[src/rtl/apr_pkg.sv]
`default_nettype none
// ----------------------------------------------------------------------------
// apr_pkg
// Types and constants shared by the relocation patcher and its checker.
// ----------------------------------------------------------------------------
package apr_pkg;

	typedef enum logic [4:0] {
		OP_NONE      = 5'd0,
		OP_ABS32     = 5'd1,
		OP_REL32     = 5'd2,
		OP_BRANCH24  = 5'd3,
		OP_MOVW_ABS  = 5'd4,
		OP_MOVT_ABS  = 5'd5,
		OP_MOVW_PREL = 5'd6,
		OP_MOVT_PREL = 5'd7,
		OP_GOT_BREL  = 5'd8,
		OP_PLT32     = 5'd9,
		OP_ADD8      = 5'd10,
		OP_ADD16     = 5'd11,
		OP_ADD32     = 5'd12,
		OP_SUB8      = 5'd13,
		OP_SUB16     = 5'd14,
		OP_SUB32     = 5'd15
	} op_t;

	// first code that is not a relocation kind
	localparam logic [4:0] OP_FIRST_UNKNOWN = 5'd16;

	localparam logic [31:0] BRANCH_CLASS_MASK = 32'h0e00_0000;
	localparam logic [31:0] BRANCH_CLASS_VAL  = 32'h0a00_0000;
	localparam logic [31:0] MOV_IMM_MASK      = 32'h000f_0fff;
	localparam logic [31:0] BRANCH24_MASK     = 32'h00ff_ffff;
	localparam logic [31:0] PC_BIAS           = 32'd8;

	typedef struct packed {
		logic [4:0]         operation;
		logic [31:0]        symbol_value;
		logic signed [31:0] addend;
		logic [31:0]        place;
		logic [31:0]        old_word;
		logic               has_plt;
		logic [31:0]        plt_entry_address;
		logic [31:0]        got_entry_address;
		logic [31:0]        got_origin;
	} cmd_t;

	typedef struct packed {
		logic [31:0] new_word;
		logic        unsupported;
	} res_t;

	// branch offset field takes bits 25..2 of the displacement
	function automatic logic [31:0] put_branch(input logic [31:0] word,
			input logic [31:0] delta);
		return (word & ~BRANCH24_MASK) | {8'd0, delta[25:2]};
	endfunction

	// movw/movt immediate split into imm4 (19..16) and imm12 (11..0)
	function automatic logic [31:0] put_imm16(input logic [31:0] word,
			input logic [15:0] imm);
		return (word & ~MOV_IMM_MASK) | {12'd0, imm[15:12], 4'd0, imm[11:0]};
	endfunction

endpackage
`default_nettype wire

[src/rtl/arm_relocation_patcher.sv]
`default_nettype none
// ----------------------------------------------------------------------------
// arm_relocation_patcher
// Applies one ARM relocation to one 32-bit word per command.
// ----------------------------------------------------------------------------
// Usage:
//  - a command word (cmd) is taken at a rising edge where start is high and
//    busy is low; busy stays low, so a command can be issued every cycle
//  - cmd is registered, the patch is computed in one pass of adders and
//    muxes, and the patched word is registered onto res
//  - done is high with res valid once cmd_s1 and then res_s2 have taken the
//    command; one result per command, in command order
//  - throughput is one command per cycle, set by the single compute stage
//  - all sums wrap modulo 2^32; unknown kinds return the old word with
//    res.unsupported set, the no-op kind returns the old word unchanged
//  - the receiver cannot stall: each result must be taken while done is high
//  - arst_n clears the valid flags of both stages; commands in flight are
//    dropped, res is not cleared, and done stays low until a new command arrives
// ----------------------------------------------------------------------------
module arm_relocation_patcher (
	input  wire           clk,
	input  wire           arst_n,
	input  wire           start,
	output logic          busy,
	input  apr_pkg::cmd_t cmd,
	output logic          done,
	output apr_pkg::res_t res
);
	import apr_pkg::*;

	cmd_t        cmd_s1;
	logic        valid_s1;
	res_t        res_s2;
	logic        valid_s2;

	logic [31:0] addend_u;
	logic [31:0] v_sum;
	logic [31:0] v_rel;
	logic [31:0] place_pc;
	logic [31:0] plt_sum;
	logic [31:0] br_target;
	logic [31:0] plt_target;
	logic [31:0] br_delta;
	logic [31:0] plt_delta;
	logic [7:0]  f8_add;
	logic [7:0]  f8_sub;
	logic [15:0] f16_add;
	logic [15:0] f16_sub;
	res_t        res_d;

	assign busy = 1'b0;

	always_ff @(posedge clk or negedge arst_n) begin
		if (!arst_n) begin
			valid_s1 <= 1'b0;
		end else begin
			valid_s1 <= start && !busy;
		end
	end

	always_ff @(posedge clk) begin
		if (start && !busy) begin
			cmd_s1 <= cmd;
		end
	end

	assign addend_u   = cmd_s1.addend;
	assign v_sum      = cmd_s1.symbol_value + addend_u;
	assign v_rel      = v_sum - cmd_s1.place;
	assign place_pc   = cmd_s1.place + PC_BIAS;
	assign plt_sum    = cmd_s1.plt_entry_address + addend_u;
	assign br_target  = cmd_s1.has_plt ? plt_sum : v_sum;
	// plt32 falls back to S + A when there is no plt entry or it sums to zero
	assign plt_target = (cmd_s1.has_plt && plt_sum != 32'd0) ? plt_sum : v_sum;
	assign br_delta   = br_target - place_pc;
	assign plt_delta  = plt_target - place_pc;
	assign f8_add     = cmd_s1.old_word[7:0] + v_sum[7:0];
	assign f8_sub     = cmd_s1.old_word[7:0] - v_sum[7:0];
	assign f16_add    = cmd_s1.old_word[15:0] + v_sum[15:0];
	assign f16_sub    = cmd_s1.old_word[15:0] - v_sum[15:0];

	always_comb begin
		res_d.new_word    = cmd_s1.old_word;
		res_d.unsupported = 1'b0;
		unique case (cmd_s1.operation)
			OP_NONE:      res_d.new_word = cmd_s1.old_word;
			OP_ABS32:     res_d.new_word = v_sum;
			OP_REL32:     res_d.new_word = v_rel;
			OP_BRANCH24:  res_d.new_word = put_branch(cmd_s1.old_word, br_delta);
			OP_MOVW_ABS:  res_d.new_word = put_imm16(cmd_s1.old_word, v_sum[15:0]);
			OP_MOVT_ABS:  res_d.new_word = put_imm16(cmd_s1.old_word, v_sum[31:16]);
			OP_MOVW_PREL: res_d.new_word = put_imm16(cmd_s1.old_word, v_rel[15:0]);
			OP_MOVT_PREL: res_d.new_word = put_imm16(cmd_s1.old_word, v_rel[31:16]);
			OP_GOT_BREL:  res_d.new_word = cmd_s1.got_entry_address + addend_u
					- cmd_s1.got_origin;
			OP_PLT32: begin
				if ((cmd_s1.old_word & BRANCH_CLASS_MASK) == BRANCH_CLASS_VAL) begin
					res_d.new_word = put_branch(cmd_s1.old_word, plt_delta);
				end else begin
					res_d.new_word = plt_delta;
				end
			end
			OP_ADD8:      res_d.new_word = {cmd_s1.old_word[31:8], f8_add};
			OP_ADD16:     res_d.new_word = {cmd_s1.old_word[31:16], f16_add};
			OP_ADD32:     res_d.new_word = cmd_s1.old_word + v_sum;
			OP_SUB8:      res_d.new_word = {cmd_s1.old_word[31:8], f8_sub};
			OP_SUB16:     res_d.new_word = {cmd_s1.old_word[31:16], f16_sub};
			OP_SUB32:     res_d.new_word = cmd_s1.old_word - v_sum;
			default:      res_d.unsupported = 1'b1;
		endcase
	end

	always_ff @(posedge clk or negedge arst_n) begin
		if (!arst_n) begin
			valid_s2 <= 1'b0;
		end else begin
			valid_s2 <= valid_s1;
		end
	end

	always_ff @(posedge clk) begin
		if (valid_s1) begin
			res_s2 <= res_d;
		end
	end

	assign done = valid_s2;
	assign res  = res_s2;

endmodule
`default_nettype wire

[config.mk]
export PLATFORM = sky130hd
export DESIGN_NAME = arm_relocation_patcher
export DESIGN_NICKNAME = d
export VERILOG_FILES = /design/src/rtl/apr_pkg.sv /design/src/rtl/arm_relocation_patcher.sv
export SDC_FILE = /design/constraint.sdc
export NUM_CORES = 1
export LEC_CHECK = 0
export BUFFER_PORTS_ARGS = -buffer_cell sky130_fd_sc_hd__buf_2
export CORE_ASPECT_RATIO = 0.7
export CORE_UTILIZATION = 50
export CTS_BUF_LIST = sky130_fd_sc_hd__clkbuf_8
export CTS_CLUSTER_SIZE = 10
export DETAILED_ROUTE_END_ITERATION = 10
export PLACE_DENSITY_LB_ADDON = 0.08
export SLEW_MARGIN = 20
export SYNTH_ARGS = -nofsm -noshare
export SYNTH_HDL_FRONTEND = slang
export SYNTH_SLANG_ARGS = --single-unit
[constraint.sdc]
create_clock -name clk -period 15 [get_ports clk]
set_clock_uncertainty 0.15 [all_clocks]
set_input_delay 1.5 -clock clk [delete_from_list [all_inputs] [get_ports clk]]
set_output_delay 1.5 -clock clk [all_outputs]
set_load 0.01 [all_outputs]
==> report_table.html, run 1 <==
<table>
<tr><th>Metric</th><th>Value</th></tr>
<tr><th colspan="2">Outcome</th></tr>
<tr><td>Run status</td><td>complete, no violations</td></tr>
<tr><th colspan="2">Critical path</th></tr>
<tr><td>Endpoint arrival time on the critical path</td><td>approximately 8.5 ns</td></tr>
<tr><td>Logic depth of the worst path, buffers included</td><td>27</td></tr>
<tr><td>Kind of cell with the highest combined delay on the critical path</td><td>compound AO/OA/AOI/OAI gates</td></tr>
<tr><td>Category of the worst setup path capture point</td><td>flop</td></tr>
<tr><td>Path depth of the worst reg2reg path</td><td>27</td></tr>
<tr><td>Critical-path top delay cell</td><td>sky130_fd_sc_hd__a2111oi_1</td></tr>
<tr><td>Maximum fanout count along the critical path</td><td>38</td></tr>
<tr><td>Worst Path Buf+Inv</td><td>1</td></tr>
<tr><td>Endpoint required time on the critical path</td><td>between 15 and 20 ns</td></tr>
<tr><td>CP Launch Type</td><td>flop</td></tr>
<tr><td>Crit-path max cell delay</td><td>0.90 ns</td></tr>
<tr><td>Critical path type</td><td>reg2reg</td></tr>
<tr><th colspan="2">Final layout</th></tr>
<tr><td>Count of non-filler cells in the finished layout</td><td>between 3000 and 4000</td></tr>
<tr><td>Most common library cell in the layout ignoring fill and taps</td><td>sky130_fd_sc_hd__buf_2</td></tr>
<tr><td># fillers</td><td>approximately 4300</td></tr>
<tr><td>Fraction of final layout cells with drive strength greater than 1</td><td>between 10 and 15%</td></tr>
<tr><td>Number of antenna repair diodes</td><td>0</td></tr>
<tr><td>Layout overhead on the synthesized area</td><td>12.0%</td></tr>
<tr><td>Sequential cell area</td><td>around 7900 um2</td></tr>
<tr><td>Area of the multi-input gates</td><td>about 16000 um2</td></tr>
<tr><td>Net count of the finished layout</td><td>approximately 3500</td></tr>
<tr><td>Commonest non-fill, non-tap cells in the layout</td><td>265 x sky130_fd_sc_hd__buf_2, 263 x sky130_fd_sc_hd__edfxtp_1, 245 x sky130_fd_sc_hd__inv_1</td></tr>
<tr><th colspan="2">Detailed routing</th></tr>
<tr><td>Routed length per placed instance</td><td>24.8 um</td></tr>
<tr><td>Vias</td><td>23000</td></tr>
<tr><td>Number of detailed-route iterations in the first pass</td><td>6</td></tr>
<tr><td>Post-detailed-route count of antenna-violating nets</td><td>0</td></tr>
<tr><td>Number of vias per cell</td><td>6.25</td></tr>
<tr><td>Initial drt markers</td><td>2961</td></tr>
<tr><td>Total DRC errors in the routed layout</td><td>0</td></tr>
<tr><td>Aggregate routed wire length</td><td>between 90 and 100 mm</td></tr>
<tr><th colspan="2">Logic synthesis</th></tr>
<tr><td>Share of flip-flops with an asynchronous set or reset</td><td>less than 1%</td></tr>
<tr><td>Post-synthesis instance total</td><td>roughly 2700</td></tr>
<tr><td>Summed instance area of the synthesized netlist</td><td>approximately 25000 um2</td></tr>
<tr><td>Total of flip-flops plus latches after synthesis</td><td>between 200 and 300</td></tr>
<tr><td>Number of unique standard cell types used by synthesis</td><td>94</td></tr>
<tr><td>Number of enable flip-flop cells after synthesis</td><td>around 260</td></tr>
<tr><td>Sequential element share of the synthesized area</td><td>32.1%</td></tr>
<tr><td>Yosys warning count</td><td>0</td></tr>
<tr><td>Avg Cell Area, Syn</td><td>9.14 um2</td></tr>
<tr><td>Most common flop cell mapped by yosys</td><td>sky130_fd_sc_hd__edfxtp_1</td></tr>
<tr><td>Synthesized Nets</td><td>3219</td></tr>
<tr><th colspan="2">Global routing</th></tr>
<tr><td>Pin count of the biggest net entering global routing</td><td>90</td></tr>
<tr><td>Antenna violations before repair</td><td>2</td></tr>
<tr><td>Global-route wire length before repair</td><td>133 mm</td></tr>
<tr><td>Total gr overflow</td><td>0</td></tr>
<tr><td>Via count of the first global-routing pass</td><td>approximately 21000</td></tr>
<tr><td>All-Layer GR Usage</td><td>approximately 36%</td></tr>
<tr><th colspan="2">Floorplan</th></tr>
<tr><td>Number of rows in the core area</td><td>67</td></tr>
<tr><td>Die boundary width</td><td>268 um</td></tr>
<tr><td>Placeable core area</td><td>roughly 48000 um2</td></tr>
<tr><td>Number of top-level pins</td><td>268</td></tr>
<tr><td>Die span in y</td><td>188 um</td></tr>
<tr><td>Die footprint</td><td>50400 um2</td></tr>
<tr><td>Starting density of the core</td><td>51.1%</td></tr>
<tr><th colspan="2">STA</th></tr>
<tr><td>Worst Max-Slew Pin Slew</td><td>between 1 and 1.5 ns</td></tr>
<tr><td>Maximum clock frequency</td><td>about 120 MHz</td></tr>
<tr><td>Ratio of final minimum period to clock period</td><td>55.3%</td></tr>
<tr><td>Count of pins over their slew limit</td><td>0</td></tr>
<tr><td>RSZ-0062 raised after global routing</td><td>false</td></tr>
<tr><td>Relative slew margins</td><td>23.9%</td></tr>
<tr><td>Final critical delay including setup and external delays</td><td>just over 8 ns</td></tr>
<tr><td>Final setup violation count</td><td>0</td></tr>
<tr><td>Post-route worst hold slack</td><td>between 0.4 and 0.5 ns</td></tr>
<tr><td>Hold violation count in the final report</td><td>0</td></tr>
<tr><td>Final TNS setup</td><td>0 ns</td></tr>
<tr><th colspan="2">Clock tree</th></tr>
<tr><td>Post-CTS Hold Buffers</td><td>0</td></tr>
<tr><td>Number of buffers created by CTS</td><td>42</td></tr>
<tr><td>Deepest level of the CTS H-tree</td><td>2</td></tr>
<tr><td>Post CTS Setup Buffer Count</td><td>0</td></tr>
<tr><td>Number of instances resized during post-cts repair</td><td>0</td></tr>
<tr><td>Clock-pin slew on the worst setup and hold paths</td><td>~0.07 ns</td></tr>
<tr><td>Longest Clk Path Bufs</td><td>3</td></tr>
<tr><td>Root buffer cell</td><td>sky130_fd_sc_hd__clkbuf_8</td></tr>
<tr><td>CTS tree</td><td>yes</td></tr>
<tr><td>Insertion delay to the later sink of the worst-skew pair</td><td>between 0.6 and 0.7 ns</td></tr>
<tr><td>Count of clock tree sinks</td><td>between 200 and 300</td></tr>
<tr><th colspan="2">Pwr</th></tr>
<tr><td>Power density of the placed cells</td><td>approximately 150 nW/um2</td></tr>
<tr><td>Total design power</td><td>around 0.0041 W</td></tr>
<tr><td>Highest ir drop seen on vdd</td><td>approximately 0.098 mV</td></tr>
<tr><td>Static leakage</td><td>12.1 nW</td></tr>
<tr><th colspan="2">Placed design</th></tr>
<tr><td>Number of placed instances, taps included</td><td>3606</td></tr>
<tr><td>Routability congestion estimate from global placement</td><td>about 1.1</td></tr>
<tr><td>Count of input and output buffers</td><td>266</td></tr>
<tr><td>Placed wire-length estimate</td><td>roughly 74 mm</td></tr>
<tr><th colspan="2">Flow run</th></tr>
<tr><td>Max-cap viol count</td><td>0</td></tr>
<tr><th colspan="2">Min path</th></tr>
<tr><td>Hold WC Path Type</td><td>reg2reg</td></tr>
<tr><td>Instance count along the most critical hold path</td><td>2</td></tr>
</table>
-- kinds of logic after synthesis --
kind of cell,Yosys count,share of synthesized area [%]
flops,265,32.1
xor+xnor,276,9.94
compound gates,845,22.2
buf+inv,307,4.99
other cells,1,0.0152
fa+ha+maj,279,15.3
mux,29,1.59
simple gates,705,13.8
-- worst register-to-register path, cell delays in order (launching register included) --
cell,delay [ns]
sky130_fd_sc_hd__edfxtp_1,0.42
sky130_fd_sc_hd__ha_1,0.42
sky130_fd_sc_hd__o21ai_0,0.16
sky130_fd_sc_hd__o21ba_2,0.25
sky130_fd_sc_hd__a2111oi_1,0.90
sky130_fd_sc_hd__nand2b_1,0.24
sky130_fd_sc_hd__a311oi_1,0.13
sky130_fd_sc_hd__a2111oi_0,0.39
sky130_fd_sc_hd__and3_1,0.22
sky130_fd_sc_hd__nand4_1,0.13
sky130_fd_sc_hd__nor4b_1,0.51
sky130_fd_sc_hd__a21oi_2,0.11
sky130_fd_sc_hd__buf_4,0.27
sky130_fd_sc_hd__mux2i_1,0.22
sky130_fd_sc_hd__ha_1,0.32
sky130_fd_sc_hd__nor2b_1,0.16
sky130_fd_sc_hd__o31ai_1,0.14
sky130_fd_sc_hd__a211oi_1,0.55
sky130_fd_sc_hd__nor3_1,0.17
sky130_fd_sc_hd__o31ai_1,0.49
sky130_fd_sc_hd__a21oi_1,0.17
sky130_fd_sc_hd__o21ba_2,0.25
sky130_fd_sc_hd__o21bai_1,0.22
sky130_fd_sc_hd__a21o_1,0.16
sky130_fd_sc_hd__a21oi_1,0.07
sky130_fd_sc_hd__xnor3_1,0.37
sky130_fd_sc_hd__nor2_1,0.04
sky130_fd_sc_hd__o32a_2,0.39
-- through the flow --
| stage | utilization (%) | cell area (um2) | worst slack, ns |
|---|---|---|---|
| final | 57.3 | 27700 | 6.71 |
| after global routing | 57.3 | 27700 | 6.28 |
| after CTS | 57.3 | 27700 | 6.83 |
| after detailed placement | 55.7 | 26900 | 6.89 |
| after global placement | 55.7 | 26900 | 6.96 |
| after floorplan | - | 24700 | 8.14 |
-- Yosys cell counts, drive strengths merged (38+ instances only) --
master	instances	share of area, %
nand2b	44	1.1
inv	234	3.6
xor2	80	2.9
nor2	202	3.1
nor3	47	0.95
nand3	64	1.3
clkbuf	62	1.2
a21o	88	2.7
a21oi	222	4.5
fa	38	3.1
edfxtp	263	32
nand2	181	2.8
xnor2	194	6.9
o21ai	205	4.2
ha	241	12
-- final timing paths --
kind                                       start                 end  slack, ns
hold reg to reg             cmd_s1[97]$_DFFE_PP_    res[1]$_DFFE_PP_       0.47
setup / recovery           addend_u[3]$_DFFE_PP_   res[32]$_DFFE_PP_       6.71
max in group asynchronous                 arst_n  valid_s1$_DFF_PN0_      14.09
min in group asynchronous                 arst_n      done$_DFF_PN0_       0.51
setup reg to reg           addend_u[3]$_DFFE_PP_   res[32]$_DFFE_PP_       6.71
hold / removal              cmd_s1[97]$_DFFE_PP_    res[1]$_DFFE_PP_       0.47
-- where the power goes --
group,internal [W],switching (W),total [W]
logic,0.000940,0.00164,0.00258
clock network,0.000298,0.000304,0.000602
registers,0.000897,0.0000516,0.000949
total,0.00214,0.00199,0.00413
-- metal layers --
layer,global-route usage (%),vias up,routed length (um)
met5,0,-,0
li1,-,10500,-
met2,47.0,1269,34600
met4,8.75,0,2190
met3,9.63,116,11800
met1,56.3,11000,42500
-- registers in the layout, summed over array words and instances, names as in the netlist --
signal / flops
valid_s1: 1
cmd_s1: 198
res: 33
done: 1
addend_u: 32
-- area by class of cell --
| class | instances | area share, % |
|---|---|---|
| sequential | 265 | 28.7 |
| clock buffer | 42 | 2.09 |
| timing repair buffer | 311 | 6.06 |
| tap | 655 | 2.96 |
| multi-input combinational | 2135 | 56.2 |
| inverter | 240 | 3.25 |
| clock inverter | 30 | 0.696 |
Power figures use the tool's default switching activity.
==> run 2: changes to the inputs <==
==> constraint.sdc (replaced) <==
create_clock -name clk -period 8.5 [get_ports clk]
set_clock_uncertainty 0.15 [all_clocks]
set_input_delay 0.85 -clock clk [delete_from_list [all_inputs] [get_ports clk]]
set_output_delay 0.85 -clock clk [all_outputs]
set_load 0.01 [all_outputs]
==> run 2 against run 1 <==
Net effect: sequential share of layout area is 0.13 points lower; setup slack got worse by 6.1 ns; die area unchanged; register-to-register slack got worse by 6.1 ns; final area up 0.46%; routed wire length grew 1.2%; via count is 0.46% higher; critical endpoint unchanged; global-route usage rose by 0.19 points; count of clock-buffer cells in the layout up 1; sequential cell count did not move; largest cell class unchanged.
==> report_table.html, run 2 (synthesis gave the netlist of run 1 again) <==
<table>
<tr><th>Metric</th><th>Value</th></tr>
<tr><th colspan="2">Clock tree</th></tr>
<tr><td>Insertion delay to the later sink of the worst-skew pair</td><td>0.63 ns (about the same)</td></tr>
<tr><td>Number of instances resized during post-cts repair</td><td>0 (unchanged)</td></tr>
<tr><td>Clock-pin slew on the worst setup and hold paths</td><td>0.08 ns (about the same)</td></tr>
<tr><td>CTS tree</td><td>yes</td></tr>
<tr><td>Deepest level of the CTS H-tree</td><td>2 (unchanged)</td></tr>
<tr><td>Longest Clk Path Bufs</td><td>3 (unchanged)</td></tr>
<tr><td>Number of buffers created by CTS</td><td>42 (unchanged)</td></tr>
<tr><td>Count of clock tree sinks</td><td>265 (unchanged)</td></tr>
<tr><td>Root buffer cell</td><td>sky130_fd_sc_hd__clkbuf_8</td></tr>
<tr><th colspan="2">Detailed routing</th></tr>
<tr><td>Post-detailed-route count of antenna-violating nets</td><td>0 (unchanged)</td></tr>
<tr><td>Total DRC errors in the routed layout</td><td>0 (unchanged)</td></tr>
<tr><td>Number of detailed-route iterations in the first pass</td><td>6 (unchanged)</td></tr>
<tr><td>Vias</td><td>23100 (+0.46%)</td></tr>
<tr><td>Number of vias per cell</td><td>6.26 (+0.16%)</td></tr>
<tr><td>Aggregate routed wire length</td><td>92.2 mm (+1.2%)</td></tr>
<tr><td>Routed length per placed instance</td><td>25.0 um (+0.88%)</td></tr>
<tr><td>Initial drt markers</td><td>3125 (+5.5%)</td></tr>
<tr><th colspan="2">STA</th></tr>
<tr><td>Count of pins over their slew limit</td><td>0 (unchanged)</td></tr>
<tr><td>Final TNS setup</td><td>0 ns (unchanged)</td></tr>
<tr><td>Final critical delay including setup and external delays</td><td>7.92 ns (-0.369 ns)</td></tr>
<tr><td>Hold violation count in the final report</td><td>0 (unchanged)</td></tr>
<tr><td>Relative slew margins</td><td>20.4% (-3.5 points)</td></tr>
<tr><td>Worst Max-Slew Pin Slew</td><td>1.19 ns (+0.0517 ns)</td></tr>
<tr><td>Slack of the critical path</td><td>0.577 ns (-6.13 ns)</td></tr>
<tr><td>Maximum clock frequency</td><td>126 MHz (+4.7%)</td></tr>
<tr><td>Ratio of final minimum period to clock period</td><td>93.2% (+38 points)</td></tr>
<tr><td>Final setup violation count</td><td>0 (unchanged)</td></tr>
<tr><td>Post-route worst hold slack</td><td>0.238 ns (-0.232 ns)</td></tr>
<tr><td>RSZ-0062 raised after global routing</td><td>false</td></tr>
<tr><th colspan="2">Pwr</th></tr>
<tr><td>Highest ir drop seen on vdd</td><td>0.213 mV (+120%)</td></tr>
<tr><td>Clock group share of total power</td><td>15.5% (+0.9 points)</td></tr>
<tr><td>Total design power</td><td>0.00743 W (+80%)</td></tr>
<tr><td>Internal power consumption</td><td>0.00385 W (+80%)</td></tr>
<tr><td>Part of the total power dissipated in sequential elements</td><td>22.6% (-0.4 points)</td></tr>
<tr><td>Sw Pwr</td><td>0.00358 W (+80%)</td></tr>
<tr><td>Static leakage</td><td>12.1 nW (+0.48%)</td></tr>
<tr><td>Switching share of power</td><td>48.2% (-0.084 points)</td></tr>
<tr><td>Power density of the placed cells</td><td>267 nW/um2 (+79%)</td></tr>
<tr><td>Portion of total power attributed to combinational logic</td><td>62.0% (-0.4 points)</td></tr>
<tr><th colspan="2">Critical path</th></tr>
<tr><td>Endpoint required time on the critical path</td><td>8.72 ns (-6.49 ns)</td></tr>
<tr><td>R2r setup slk</td><td>0.58 ns (-6.13 ns)</td></tr>
<tr><td>Critical path type</td><td>reg2reg</td></tr>
<tr><td>Worst reg2reg startpoint</td><td>addend_u[1]$_DFFE_PP_</td></tr>
<tr><td>Category of the worst setup path capture point</td><td>flop</td></tr>
<tr><td>Endpoint arrival time on the critical path</td><td>8.15 ns (-0.35 ns)</td></tr>
<tr><td>Maximum fanout count along the critical path</td><td>25 (-34%)</td></tr>
<tr><td>Capture instance of the worst register-to-register path</td><td>res[32]$_DFFE_PP_</td></tr>
<tr><td>Path depth of the worst reg2reg path</td><td>26 (-3.7%)</td></tr>
<tr><td>CP Launch Type</td><td>flop</td></tr>
<tr><th colspan="2">Floorplan</th></tr>
<tr><td>Die span in y</td><td>188 um (unchanged)</td></tr>
<tr><td>Placeable core area</td><td>48400 um2 (unchanged)</td></tr>
<tr><td>Starting density of the core</td><td>51.1% (unchanged)</td></tr>
<tr><td>Die footprint</td><td>50400 um2 (unchanged)</td></tr>
<tr><td>Number of rows in the core area</td><td>67 (unchanged)</td></tr>
<tr><td>Number of top-level pins</td><td>268 (unchanged)</td></tr>
<tr><td>Die boundary width</td><td>268 um (unchanged)</td></tr>
<tr><th colspan="2">Global routing</th></tr>
<tr><td>Via count of the first global-routing pass</td><td>21300 (-0.033%)</td></tr>
<tr><td>Global-route wire length before repair</td><td>133 mm (+0.46%)</td></tr>
<tr><td>Pin count of the biggest net entering global routing</td><td>124 (+38%)</td></tr>
<tr><td>Total gr overflow</td><td>0 (unchanged)</td></tr>
<tr><td>Antenna violations before repair</td><td>1 (-1)</td></tr>
<tr><td>All-Layer GR Usage</td><td>35.9% (+0.19 points)</td></tr>
<tr><th colspan="2">Min path</th></tr>
<tr><td>Start point of the worst hold path</td><td>cmd[212]</td></tr>
<tr><td>Hold Path End</td><td>cmd_s1[212]$_DFFE_PP_</td></tr>
<tr><td>Hold WC Path Type</td><td>in2reg</td></tr>
<tr><td>Instance count along the most critical hold path</td><td>1 (-1)</td></tr>
<tr><th colspan="2">Final layout</th></tr>
<tr><td>Fraction of final layout cells with drive strength greater than 1</td><td>14.2% (+0.18 points)</td></tr>
<tr><td>Register with the highest flop count</td><td>cmd_s1</td></tr>
<tr><td>Net count of the finished layout</td><td>3513 (+0.17%)</td></tr>
<tr><td>Most common library cell in the layout ignoring fill and taps</td><td>sky130_fd_sc_hd__buf_2</td></tr>
<tr><td>Commonest non-fill, non-tap cells in the layout</td><td>265 x sky130_fd_sc_hd__buf_2, 263 x sky130_fd_sc_hd__edfxtp_1, 243 x sky130_fd_sc_hd__inv_1</td></tr>
<tr><td>Number of antenna repair diodes</td><td>0 (unchanged)</td></tr>
<tr><td>Number of flip-flops in the largest register</td><td>198 (unchanged)</td></tr>
<tr><td>Layout overhead on the synthesized area</td><td>12.5%</td></tr>
<tr><th colspan="2">Placed design</th></tr>
<tr><td>Placed wire-length estimate</td><td>75.1 mm (+1.8%)</td></tr>
<tr><td>Routability congestion estimate from global placement</td><td>1.04 (-1.6%)</td></tr>
<tr><td>Pre-CTS worst setup slack</td><td>0.717 ns (-6.17 ns)</td></tr>
<tr><td>Count of input and output buffers</td><td>266 (unchanged)</td></tr>
<tr><th colspan="2">Outcome</th></tr>
<tr><td>Run status</td><td>complete, no violations</td></tr>
<tr><th colspan="2">Flow run</th></tr>
<tr><td>Max-cap viol count</td><td>0 (unchanged)</td></tr>
</table>
## run 2: power by group through the flow
stage | Sequential (W) | Combinational [W] | Clock (W)
after CTS | 0.00167 | 0.00440 | 0.00117
after global routing | 0.00169 | 0.00486 | 0.00122
final | 0.00168 | 0.00460 | 0.00115
after global placement | 0.00170 | 0.00430 | 0
after floorplan | 0.00167 | 0.00289 | 0
after detailed placement | 0.00170 | 0.00437 | 0
## run 2: critical path, cell delays in order, from the launching register on
cell	delay [ns]
sky130_fd_sc_hd__edfxtp_1	0.43
sky130_fd_sc_hd__ha_1	0.31
sky130_fd_sc_hd__a211oi_1	0.44
sky130_fd_sc_hd__o21ba_2	0.29
sky130_fd_sc_hd__a21bo_2	0.20
sky130_fd_sc_hd__a21oi_1	0.10
sky130_fd_sc_hd__o32a_1	0.37
sky130_fd_sc_hd__a311o_1	0.39
sky130_fd_sc_hd__a221oi_1	0.33
sky130_fd_sc_hd__xnor2_1	0.16
sky130_fd_sc_hd__a21oi_2	0.69
sky130_fd_sc_hd__buf_4	0.42
sky130_fd_sc_hd__o21ai_0	0.13
sky130_fd_sc_hd__ha_1	0.37
sky130_fd_sc_hd__a21oi_1	0.22
sky130_fd_sc_hd__nand2_1	0.12
sky130_fd_sc_hd__or4b_2	0.64
sky130_fd_sc_hd__o221ai_1	0.11
sky130_fd_sc_hd__o31ai_1	0.15
sky130_fd_sc_hd__a21oi_1	0.26
sky130_fd_sc_hd__o21ba_2	0.21
sky130_fd_sc_hd__o21bai_1	0.11
sky130_fd_sc_hd__a21o_1	0.20
sky130_fd_sc_hd__a21oi_1	0.15
sky130_fd_sc_hd__xnor3_1	0.27
sky130_fd_sc_hd__nor2_1	0.05
sky130_fd_sc_hd__o32a_2	0.38
## run 2: metrics by stage
stage          cell area (um2)  std cells  utilization, %
6_report                 27800       3689            57.5
4_1_cts                  27800       3689            57.5
5_1_grt                  27800       3689            57.5
3_5_place_dp             27000       3611            55.8
2_1_floorplan            24700       2707               -
3_3_place_gp             27000       3611            55.7
## run 2: worst max path at each step
stage / startpoint / endpoint / slack [ns] / cells past startpoint
after CTS: addend_u[1]$_DFFE_PP_ / res[32]$_DFFE_PP_ / 0.69 / 26
after detailed placement: addend_u[1]$_DFFE_PP_ / res[32]$_DFFE_PP_ / 0.72 / 26
after global routing: addend_u[3]$_DFFE_PP_ / res[32]$_DFFE_PP_ / 0.02 / 28
after floorplan: addend_u[1]$_DFFE_PP_ / res[32]$_DFFE_PP_ / 1.64 / 27
final: addend_u[1]$_DFFE_PP_ / res[32]$_DFFE_PP_ / 0.58 / 26
after global placement: addend_u[1]$_DFFE_PP_ / res[32]$_DFFE_PP_ / 0.87 / 26
## run 2: layout make-up
cell class	instances	area [um2]
Fill cell	4359	20500
Inverter	240	901
Clock buffer	43	592
Multi-Input combinational cell	2135	15600
Clock inverter	34	254
Sequential cell	265	7950
Tap cell	655	820
Timing Repair Buffer	317	1730
## run 2: what timing repair did
| item | 4_1_cts | 5_1_grt |
|---|---|---|
| setup buffers | 0 | 0 |
| hold buffers | 1 | 0 |
| endpoints found under the hold margin | 2 | 0 |
## run 2: metal layers
metal  GRT usage (%)  up-vias  wire, um
met5               0        -         0
met4            8.64        0      2170
met3            9.26      122     11900
met2            47.0     1390     34500
met1            57.1    11000     43600
li1                -    10500         -
